--- config.mk ---
export PLATFORM = sky130hd
export DESIGN_NAME = periodic_timer_bank
export DESIGN_NICKNAME = d
export VERILOG_FILES = /design/src/hdl/ptb_pkg.sv /design/src/hdl/periodic_timer_bank.sv /design/src/hdl/ptb_store.sv
export SDC_FILE = /design/constraint.sdc
export NUM_CORES = 2
export LEC_CHECK = 0
export ABC_AREA = 0
export BUFFER_PORTS_ARGS = -buffer_cell sky130_fd_sc_hd__buf_2
export CAP_MARGIN = 40
export CELL_PAD_IN_SITES_DETAIL_PLACEMENT = 2
export CELL_PAD_IN_SITES_GLOBAL_PLACEMENT = 2
export CORE_MARGIN = 2
export CORE_UTILIZATION = 30
export CTS_CLUSTER_SIZE = 25
export DETAILED_ROUTE_END_ITERATION = 10
export PLACE_DENSITY = 0.6
export SETUP_SLACK_MARGIN = 0.2
export SYNTH_ARGS = -nofsm -noshare
export SYNTH_HDL_FRONTEND = slang
export SYNTH_HIERARCHICAL = 1
export SYNTH_SLANG_ARGS = --single-unit
--- constraint.sdc ---
create_clock -name clk_i -period 10.3 [get_ports clk_i]
set_input_delay 2.06 -clock clk_i [delete_from_list [all_inputs] [get_ports clk_i]]
set_output_delay 2.06 -clock clk_i [all_outputs]
set_load 0.02 [all_outputs]
--- src/hdl/ptb_pkg.sv ---
// Shared types and constants for the periodic timer bank.
package ptb_pkg;

  // Default geometry of the bank.
  localparam int NumTimers = 64;
  localparam int TimeWidth = 32;

  // Field widths of the request and result items.
  localparam int IdWidth     = 6;
  localparam int PeriodWidth = 32;
  localparam int DeltaWidth  = 16;

  // Request operation codes. Codes 6 and 7 are ignored.
  typedef enum logic [2:0] {
    ModeAddFree = 3'd0,
    ModeAddId   = 3'd1,
    ModeRemove  = 3'd2,
    ModeSetEn   = 3'd3,
    ModeReadEn  = 3'd4,
    ModeTick    = 3'd5
  } mode_e;

  // One request.
  typedef struct packed {
    mode_e                  mode;
    logic [IdWidth-1:0]     timer_id;
    logic [PeriodWidth-1:0] period;
    logic                   enable_flag;
    logic [DeltaWidth-1:0]  delta;
  } req_t;

  // One result.
  typedef struct packed {
    logic [IdWidth-1:0] result_id;
    logic               ok;
    logic               status;
    logic               fired;
    logic               last;
  } res_t;

endpackage

--- src/hdl/periodic_timer_bank.sv ---
// Top level of the periodic timer bank: request control, slot flags and tick scan.
//
// A request is taken on a rising edge with start_i high and busy_o low; busy_o
// stays high until the request is finished, so one request is worked at a time.
// Results leave on res_o, each valid for exactly one cycle while result_valid_o
// is high. The receiver cannot stall them; last marks the final result of a
// request.
// Remove, set enable, read enable and add at id are worked in the execute state
// after the request edge; a result, if any, shows in the cycle after that state.
// Add at first free walks the present flags one slot a cycle until a free slot
// or the last slot is reached; its result is registered.
// A tick reads the interval and last-firing memories one slot a cycle through
// their single read port, so it keeps busy_o high through scan, drain and flush.
// Each firing is held until the next firing is found or the scan ends, so that
// the final one can carry last; a tick with no firing gives no result.
// Reset clears the present and enabled flags, the tick count and all control
// state. The memories are not cleared: the data of a slot is only used once an
// add has written it.
module periodic_timer_bank #(
  parameter int NUM_TIMERS = ptb_pkg::NumTimers,
  parameter int TIME_WIDTH = ptb_pkg::TimeWidth
) (
  input  logic          clk_i,
  input  logic          rst_ni,
  input  logic          start_i,
  input  ptb_pkg::req_t req_i,
  output logic          busy_o,
  output logic          result_valid_o,
  output ptb_pkg::res_t res_o
);

  localparam int IW = (NUM_TIMERS > 1) ? $clog2(NUM_TIMERS) : 1;
  localparam int TW = TIME_WIDTH;
  localparam logic [IW-1:0] LastIdx = IW'(NUM_TIMERS - 1);

  typedef enum logic [2:0] {
    StIdle,
    StExec,
    StFind,
    StScan,
    StDrain,
    StFlush
  } state_e;

  state_e                  state_q, state_d;
  ptb_pkg::req_t           req_q, req_d;
  logic [IW-1:0]           idx_q, idx_d;
  logic                    chk_v_q, chk_v_d;
  logic [IW-1:0]           chk_idx_q, chk_idx_d;
  logic                    pend_v_q, pend_v_d;
  logic [IW-1:0]           pend_id_q, pend_id_d;
  logic [TW-1:0]           now_q, now_d;
  logic [NUM_TIMERS-1:0]   present_q, present_d;
  logic [NUM_TIMERS-1:0]   enabled_q, enabled_d;
  logic                    res_valid_q, res_valid_d;
  ptb_pkg::res_t           res_q, res_d;

  logic                    iv_we, lft_we;
  logic [IW-1:0]           wr_addr;
  logic [TW-1:0]           iv_wdata, lft_wdata;
  logic [TW-1:0]           iv_rdata, lft_rdata;
  logic                    in_range;
  logic [IW-1:0]           slot;
  logic [TW-1:0]           elapsed;
  logic                    fire;

  // Timer memories, read at the scan index.
  ptb_store #(
    .NUM_TIMERS(NUM_TIMERS),
    .TIME_WIDTH(TIME_WIDTH)
  ) u_store (
    .clk_i      (clk_i),
    .rd_addr_i  (idx_q),
    .wr_addr_i  (wr_addr),
    .iv_we_i    (iv_we),
    .iv_wdata_i (iv_wdata),
    .lft_we_i   (lft_we),
    .lft_wdata_i(lft_wdata),
    .iv_rdata_o (iv_rdata),
    .lft_rdata_o(lft_rdata)
  );

  // Addressed slot of the held request.
  assign in_range = ({1'b0, req_q.timer_id} < (ptb_pkg::IdWidth + 1)'(NUM_TIMERS));
  assign slot     = req_q.timer_id[IW-1:0];

  // Firing test for the slot whose memory data came back this cycle.
  assign elapsed = now_q - lft_rdata;
  assign fire    = chk_v_q && present_q[chk_idx_q] && enabled_q[chk_idx_q]
                   && (elapsed > iv_rdata);

  // Next-state and datapath control.
  always_comb begin
    state_d     = state_q;
    req_d       = req_q;
    idx_d       = idx_q;
    chk_v_d     = chk_v_q;
    chk_idx_d   = chk_idx_q;
    pend_v_d    = pend_v_q;
    pend_id_d   = pend_id_q;
    now_d       = now_q;
    present_d   = present_q;
    enabled_d   = enabled_q;
    res_valid_d = 1'b0;
    res_d       = '0;
    iv_we       = 1'b0;
    lft_we      = 1'b0;
    wr_addr     = '0;
    iv_wdata    = TW'(req_q.period);
    lft_wdata   = now_q;

    case (state_q)
      StIdle: begin
        if (start_i) begin
          req_d    = req_i;
          idx_d    = '0;
          chk_v_d  = 1'b0;
          pend_v_d = 1'b0;
          case (req_i.mode)
            ptb_pkg::ModeAddFree: state_d = StFind;
            ptb_pkg::ModeTick: begin
              now_d   = now_q + TW'(req_i.delta);
              state_d = StScan;
            end
            default: state_d = StExec;
          endcase
        end
      end

      StExec: begin
        case (req_q.mode)
          ptb_pkg::ModeAddId: begin
            if (in_range) begin
              iv_we            = 1'b1;
              lft_we           = 1'b1;
              wr_addr          = slot;
              present_d[slot]  = 1'b1;
              enabled_d[slot]  = req_q.enable_flag;
            end
            res_valid_d     = 1'b1;
            res_d.result_id = req_q.timer_id;
            res_d.ok        = in_range;
            res_d.last      = 1'b1;
          end
          ptb_pkg::ModeRemove: begin
            if (in_range) begin
              present_d[slot] = 1'b0;
            end
          end
          ptb_pkg::ModeSetEn: begin
            if (in_range) begin
              // Enabling a disabled slot rearms it.
              if (!enabled_q[slot] && req_q.enable_flag) begin
                lft_we  = 1'b1;
                wr_addr = slot;
              end
              enabled_d[slot] = req_q.enable_flag;
            end
          end
          ptb_pkg::ModeReadEn: begin
            res_valid_d     = 1'b1;
            res_d.result_id = req_q.timer_id;
            res_d.status    = in_range && enabled_q[slot];
            res_d.last      = 1'b1;
          end
          default: ;
        endcase
        state_d = StIdle;
      end

      StFind: begin
        if (!present_q[idx_q]) begin
          iv_we            = 1'b1;
          lft_we           = 1'b1;
          wr_addr          = idx_q;
          present_d[idx_q] = 1'b1;
          enabled_d[idx_q] = req_q.enable_flag;
          res_valid_d      = 1'b1;
          res_d.result_id  = ptb_pkg::IdWidth'(idx_q);
          res_d.ok         = 1'b1;
          res_d.last       = 1'b1;
          state_d          = StIdle;
        end else if (idx_q == LastIdx) begin
          // Bank full.
          res_valid_d = 1'b1;
          res_d.last  = 1'b1;
          state_d     = StIdle;
        end else begin
          idx_d = idx_q + 1'b1;
        end
      end

      StScan, StDrain: begin
        // Rearm a firing slot and report the previous firing, if any.
        if (fire) begin
          lft_we    = 1'b1;
          wr_addr   = chk_idx_q;
          if (pend_v_q) begin
            res_valid_d     = 1'b1;
            res_d.result_id = ptb_pkg::IdWidth'(pend_id_q);
            res_d.fired     = 1'b1;
          end
          pend_v_d  = 1'b1;
          pend_id_d = chk_idx_q;
        end
        if (state_q == StScan) begin
          chk_v_d   = 1'b1;
          chk_idx_d = idx_q;
          if (idx_q == LastIdx) begin
            state_d = StDrain;
          end else begin
            idx_d = idx_q + 1'b1;
          end
        end else begin
          chk_v_d = 1'b0;
          state_d = StFlush;
        end
      end

      StFlush: begin
        // The firing still held is the final result of the tick.
        if (pend_v_q) begin
          res_valid_d     = 1'b1;
          res_d.result_id = ptb_pkg::IdWidth'(pend_id_q);
          res_d.fired     = 1'b1;
          res_d.last      = 1'b1;
        end
        pend_v_d = 1'b0;
        state_d  = StIdle;
      end

      default: state_d = StIdle;
    endcase
  end

  // State, flags, tick count and registered result.
  always_ff @(posedge clk_i or negedge rst_ni) begin
    if (!rst_ni) begin
      state_q     <= StIdle;
      req_q       <= '0;
      idx_q       <= '0;
      chk_v_q     <= 1'b0;
      chk_idx_q   <= '0;
      pend_v_q    <= 1'b0;
      pend_id_q   <= '0;
      now_q       <= '0;
      present_q   <= '0;
      enabled_q   <= '0;
      res_valid_q <= 1'b0;
      res_q       <= '0;
    end else begin
      state_q     <= state_d;
      req_q       <= req_d;
      idx_q       <= idx_d;
      chk_v_q     <= chk_v_d;
      chk_idx_q   <= chk_idx_d;
      pend_v_q    <= pend_v_d;
      pend_id_q   <= pend_id_d;
      now_q       <= now_d;
      present_q   <= present_d;
      enabled_q   <= enabled_d;
      res_valid_q <= res_valid_d;
      res_q       <= res_d;
    end
  end

  assign busy_o         = (state_q != StIdle);
  assign result_valid_o = res_valid_q;
  assign res_o          = res_q;

  // An accepted request holds the block busy in the next cycle.
  assert property (@(posedge clk_i) disable iff (!rst_ni)
    start_i && !busy_o |=> busy_o)
    else $error("accepted request did not make the block busy");

  // A firing report only leaves from the tick scan.
  assert property (@(posedge clk_i) disable iff (!rst_ni)
    result_valid_o && res_o.fired |->
      ($past(state_q) == StScan || $past(state_q) == StDrain ||
       $past(state_q) == StFlush))
    else $error("firing reported outside a tick scan");

  // A rearm write during the scan never hits the slot being read.
  assert property (@(posedge clk_i) disable iff (!rst_ni)
    lft_we && state_q == StScan |-> wr_addr != idx_q)
    else $error("scan read and rearm write collide");

  // No firing is left pending once the block is idle.
  assert property (@(posedge clk_i) disable iff (!rst_ni)
    !busy_o |-> !pend_v_q)
    else $error("firing still pending while idle");

endmodule

--- src/hdl/ptb_store.sv ---
// Interval and last-firing-time memories of the timer bank.
module ptb_store #(
  parameter int NUM_TIMERS = ptb_pkg::NumTimers,
  parameter int TIME_WIDTH = ptb_pkg::TimeWidth,
  localparam int AddrWidth = (NUM_TIMERS > 1) ? $clog2(NUM_TIMERS) : 1
) (
  input  logic                  clk_i,
  input  logic [AddrWidth-1:0]  rd_addr_i,
  input  logic [AddrWidth-1:0]  wr_addr_i,
  input  logic                  iv_we_i,
  input  logic [TIME_WIDTH-1:0] iv_wdata_i,
  input  logic                  lft_we_i,
  input  logic [TIME_WIDTH-1:0] lft_wdata_i,
  output logic [TIME_WIDTH-1:0] iv_rdata_o,
  output logic [TIME_WIDTH-1:0] lft_rdata_o
);

  logic [TIME_WIDTH-1:0] iv_mem  [NUM_TIMERS];
  logic [TIME_WIDTH-1:0] lft_mem [NUM_TIMERS];
  logic [TIME_WIDTH-1:0] iv_rdata_q;
  logic [TIME_WIDTH-1:0] lft_rdata_q;

  // Interval memory: one write port, one registered read port.
  always_ff @(posedge clk_i) begin
    if (iv_we_i) begin
      iv_mem[wr_addr_i] <= iv_wdata_i;
    end
    iv_rdata_q <= iv_mem[rd_addr_i];
  end

  // Last-firing-time memory: one write port, one registered read port.
  always_ff @(posedge clk_i) begin
    if (lft_we_i) begin
      lft_mem[wr_addr_i] <= lft_wdata_i;
    end
    lft_rdata_q <= lft_mem[rd_addr_i];
  end

  assign iv_rdata_o  = iv_rdata_q;
  assign lft_rdata_o = lft_rdata_q;

endmodule
==> flow_metrics.env <==
export IMPL_status="complete, no violations"
export IMPL_fraction_of_the_mapped_netlist_area_in_compound_gates_pct=4.34
export IMPL_area_growth_syn_to_layout_pct=17.3
export IMPL_critical_path_max_fanout=28
export IMPL_power_total_mw=51.9
export IMPL_cts_hold_buffers=0
export IMPL_wire_per_inst_um=35.0
export IMPL_gp_routability_congestion=0.845
export IMPL_routed_wl_um=589000
export IMPL_slew_viol_final=0
export IMPL_netlist_instances=8409
export IMPL_finalSetupViolCount=0
export IMPL_synthMuxAreaShare_pct=14.7
export IMPL_critical_path_slowest_cell="sky130_fd_sc_hd__nor2_4"
export IMPL_drtPass1Iterations=5
export IMPL_mappedNetlistArea_sq_um=172000
export IMPL_place_detailed_hpwl_um=382000
export IMPL_yosys_register_bits=4396
export IMPL_synth_area_top_cells="sky130_fd_sc_hd__edfxtp_1 (72%), sky130_fd_sc_hd__mux4_2 (14%), sky130_fd_sc_hd__dfrtp_1 (3.4%)"
export IMPL_cts_clk_pin_slew_worst_paths_ns=0.06
export IMPL_cts_inserted_buffers=443
export IMPL_post_route_cells_drive_above_1_share_pct=26.5
export IMPL_ctsHtreeMaxLevel=5
export IMPL_start_util_pct=30.1
export IMPL_tritoncts="yes"
export IMPL_avgViaCountPerCell=5.47
export IMPL_drt_initial_drc_count=11100
export IMPL_worst_clock_skew_ns=0.0658
export IMPL_worst_skew_pair_late_latency_ns=1.05
export IMPL_syn_num_nets=8552
export IMPL_fin_crit_sh_pct=82.7
export IMPL_cp_num_buf_inv=3
export IMPL_leakage_nw=62.4
export IMPL_layout_min_cycle_time_ns=8.52
export IMPL_synthSimpleGateAreaFrac_pct=2.78
export IMPL_finalWorstSetupSlack_ns=1.78
export IMPL_finalCoreUtilization_pct=35.4
export IMPL_grt_pass1_vias=96700
export IMPL_hold_viol_final=0
export IMPL_portBuffers=72
export IMPL_synthXorXnorAreaFrac_pct=0.260
export IMPL_fin_cells=16800
export IMPL_synth_seq_area_share_pct=75.8
export IMPL_critPathArrivalTime_ns=9.23
export IMPL_nNetsFinal=9013
export IMPL_rsz0062_at_grt="false"
export IMPL_peakVddDrop_uv=280
export IMPL_antenna_left=0
export IMPL_synth_lib_cells_used_distinct=79
export IMPL_crit_family="compound AO/OA/AOI/OAI gates"
export IMPL_globalRouteTotalUtil_pct=19.8
export IMPL_die_area_sq_um=579000
export IMPL_placed_cells=16000
export IMPL_grt_overflow_total=0
export IMPL_row_count=277
export IMPL_cts_resized_gates=0
export IMPL_synth_largest_area_cell="sky130_fd_sc_hd__edfxtp_1"
export IMPL_start_kind="register"
export IMPL_worst_hold_path_type="reg2reg"
export IMPL_pre_cts_ws_ns=1.85
export IMPL_ios=73
export IMPL_vias=91800
export IMPL_synth_top_family_by_area="multiplexers"
export IMPL_fin_tns_setup_ns=0
export IMPL_critical_path_endpoint_type="register"
export IMPL_timing_worst_setup_path_type="reg2reg"
export IMPL_worst_slew_pin_transition_ns=1.02
export IMPL_synth_ff_type="sky130_fd_sc_hd__edfxtp_1"
export IMPL_grt_max_degree=108
export IMPL_synth_enable_flop_cells=4096
export IMPL_maxCapViolations=0
export IMPL_cts_sinks=4396
export IMPL_max_freq_mhz=117
export IMPL_syn_area_per_cell_sq_um=20.4
export IMPL_yosysTopAreaCellShare_pct=71.6
export IMPL_dieHeight_um=761
export IMPL_cp_data_required_time_ns=11.01
export IMPL_yosys_area_share_adder_pct=0.606
export IMPL_grt_pass1_wl_um=814000
export IMPL_cell_chosen_for_the_clock_root="sky130_fd_sc_hd__clkbuf_16"
export IMPL_async_flop_share_pct=5.37
export IMPL_worstPathCellList="buf_4, ha_1, a21oi_1, nand2_1, o21ai_0, o221ai_1, a2111oi_0, o31ai_1, a21oi_1, xnor2_1, ha_1, nand4_1, nor4_1, nand2_1, o31ai_1, a21oi_1, and3_1, a221o_1, or3b_2, buf_4, nor2_4, buf_16"
export IMPL_die_w_um=761
export IMPL_grt_antenna_before_repair=53
export IMPL_fp_coreArea_sq_um=570000
export IMPL_pwr_density_cell_nw_per_um2=258
export IMPL_ctsLongestPathBuffers=4
export IMPL_timing_slew_headroom_pct=31.8
export IMPL_path_common_cell="sky130_fd_sc_hd__a21oi_1"
export IMPL_drc_errors=0
export IMPL_crit_path_max_incr_delay_ns=0.73
export IMPL_post_cts_buffers=0
export IMPL_yosys_warnings=6
==> per-stage QoR <==
stage                     hold slack [ns]  instance area, sq um
after global routing                0.530                201000
final                               0.497                201000
after global placement              0.464                182000
after CTS                           0.505                201000
after detailed placement            0.489                187000
after floorplan                     0.478                172000
==> synth_stat cells, types with 28 or more instances <==
cell,count
sky130_fd_sc_hd__ha_1,80
sky130_fd_sc_hd__o21ai_0,83
sky130_fd_sc_hd__nor2_1,261
sky130_fd_sc_hd__a21oi_1,208
sky130_fd_sc_hd__o22ai_1,158
sky130_fd_sc_hd__inv_1,97
sky130_fd_sc_hd__edfxtp_1,4096
sky130_fd_sc_hd__clkbuf_1,224
sky130_fd_sc_hd__buf_2,153
sky130_fd_sc_hd__mux4_2,1041
sky130_fd_sc_hd__mux2_1,60
sky130_fd_sc_hd__buf_4,38
sky130_fd_sc_hd__buf_1,62
sky130_fd_sc_hd__a21o_1,37
sky130_fd_sc_hd__a211oi_1,41
sky130_fd_sc_hd__a22oi_1,263
sky130_fd_sc_hd__o211a_1,64
sky130_fd_sc_hd__o221ai_1,97
sky130_fd_sc_hd__nor3_1,31
sky130_fd_sc_hd__nand2_1,330
sky130_fd_sc_hd__nand3_1,181
sky130_fd_sc_hd__dfxtp_1,64
sky130_fd_sc_hd__nand3b_1,45
sky130_fd_sc_hd__dfrtp_1,236
sky130_fd_sc_hd__mux2i_1,94
sky130_fd_sc_hd__o211ai_1,28
sky130_fd_sc_hd__xnor2_1,34
==> worst reg2reg max path, cell delays in order (launching register included) <==
cell,delay [ns]
sky130_fd_sc_hd__dfrtp_2,0.34
sky130_fd_sc_hd__buf_4,0.39
sky130_fd_sc_hd__ha_1,0.37
sky130_fd_sc_hd__a21oi_1,0.21
sky130_fd_sc_hd__nand2_1,0.09
sky130_fd_sc_hd__o21ai_0,0.41
sky130_fd_sc_hd__o221ai_1,0.25
sky130_fd_sc_hd__a2111oi_0,0.72
sky130_fd_sc_hd__o31ai_1,0.20
sky130_fd_sc_hd__a21oi_1,0.25
sky130_fd_sc_hd__xnor2_1,0.10
sky130_fd_sc_hd__ha_1,0.32
sky130_fd_sc_hd__nand4_1,0.12
sky130_fd_sc_hd__nor4_1,0.62
sky130_fd_sc_hd__nand2_1,0.13
sky130_fd_sc_hd__o31ai_1,0.43
sky130_fd_sc_hd__a21oi_1,0.15
sky130_fd_sc_hd__and3_1,0.37
sky130_fd_sc_hd__a221o_1,0.52
sky130_fd_sc_hd__or3b_2,0.72
sky130_fd_sc_hd__buf_4,0.50
sky130_fd_sc_hd__nor2_4,0.76
sky130_fd_sc_hd__buf_16,0.25
==> final timing paths <==
check                      cells past startpoint               endpoint         start  slack (ns)
max in group asynchronous                      5              async pin        rst_ni        7.63
setup reg to reg                              22  u_store/iv_mem[12][7]  lft_wdata[6]        1.78
hold / removal                                 2           iv_wdata[28]  iv_wdata[28]        0.50
min in group asynchronous                      1                slot[2]        rst_ni        0.95
hold reg to reg                                2           iv_wdata[28]  iv_wdata[28]        0.50
setup / recovery                              22  u_store/iv_mem[12][7]  lft_wdata[6]        1.78
==> state kept, by name, summed over array words and instances (netlist names), 10 cells and up, named ones only <==
signal / flops
enabled_q: 64
iv_wdata: 32
lft_wdata: 32
res_o: 10
u_store/iv_mem: 2048
u_store/iv_rdata_o: 32
u_store/lft_mem: 2048
u_store/lft_rdata_o: 32
==> cell families after synthesis <==
| kind of cell | after synthesis |
|---|---|
| AO/OA/AOI/OAI | 1071 |
| adder cells (fa/ha/maj) | 82 |
| AND/OR/NAND/NOR | 1009 |
| multiplexers | 1211 |
| buffers and inverters | 589 |
| flip-flops | 4396 |
| XOR/XNOR | 51 |
==> layout make-up <==
class	count	area, sq um
Fill cell	55200	368000
Sequential cell	4396	130000
Multi-Input combinational cell	3424	40000
Clock buffer	561	11800
Tap cell	7533	9430
Timing Repair Buffer	506	6750
Clock inverter	261	2680
Inverter	99	372
Antenna cell	19	47.5
==> layout by cell type (no fill, tap or decap), drive strengths merged, types with 17 or more instances in the layout <==
master and count:
a31oi 20, a21o 37, mux2i 94, nor2 262
o221ai 97, diode 19, o21ai 83, bufinv 45
dfrtp 236, or3 20, nand2b 26, a21oi 208
xor2 17, clkinvlp 17, a22oi 263, edfxtp 4096
nand2 330, clkinv 189, dfxtp 64, a211oi 41
inv 109, ha 80, o22ai 158, o211a 64
nor2b 20, o211ai 28, nand3b 45, mux4 1041
xnor2 34, nor3 32, buf 506, nand4 26
mux2 76, clkbuf 561, nand3 181
==> power breakdown <==
part | internal [mW] | switching [mW] | leakage (nW)
Sequential | 21.8 | 0.967 | 40.7
Combinational | 4.38 | 8.34 | 14.7
Clock | 9.25 | 7.14 | 7.05
==> metal layers <==
layer  up-vias  global-route usage [%]  part of all wire, %  wire, um
met5         -                       0               0.0080        47
met4         6                    5.67                  3.2     19000
met3       712                    2.93                  6.9     40400
met2      3734                    32.5                   48    282000
met1     51300                    27.5                   42    247000
li1      36100                       -                    -         -
(Power assumes the default switching activity.)
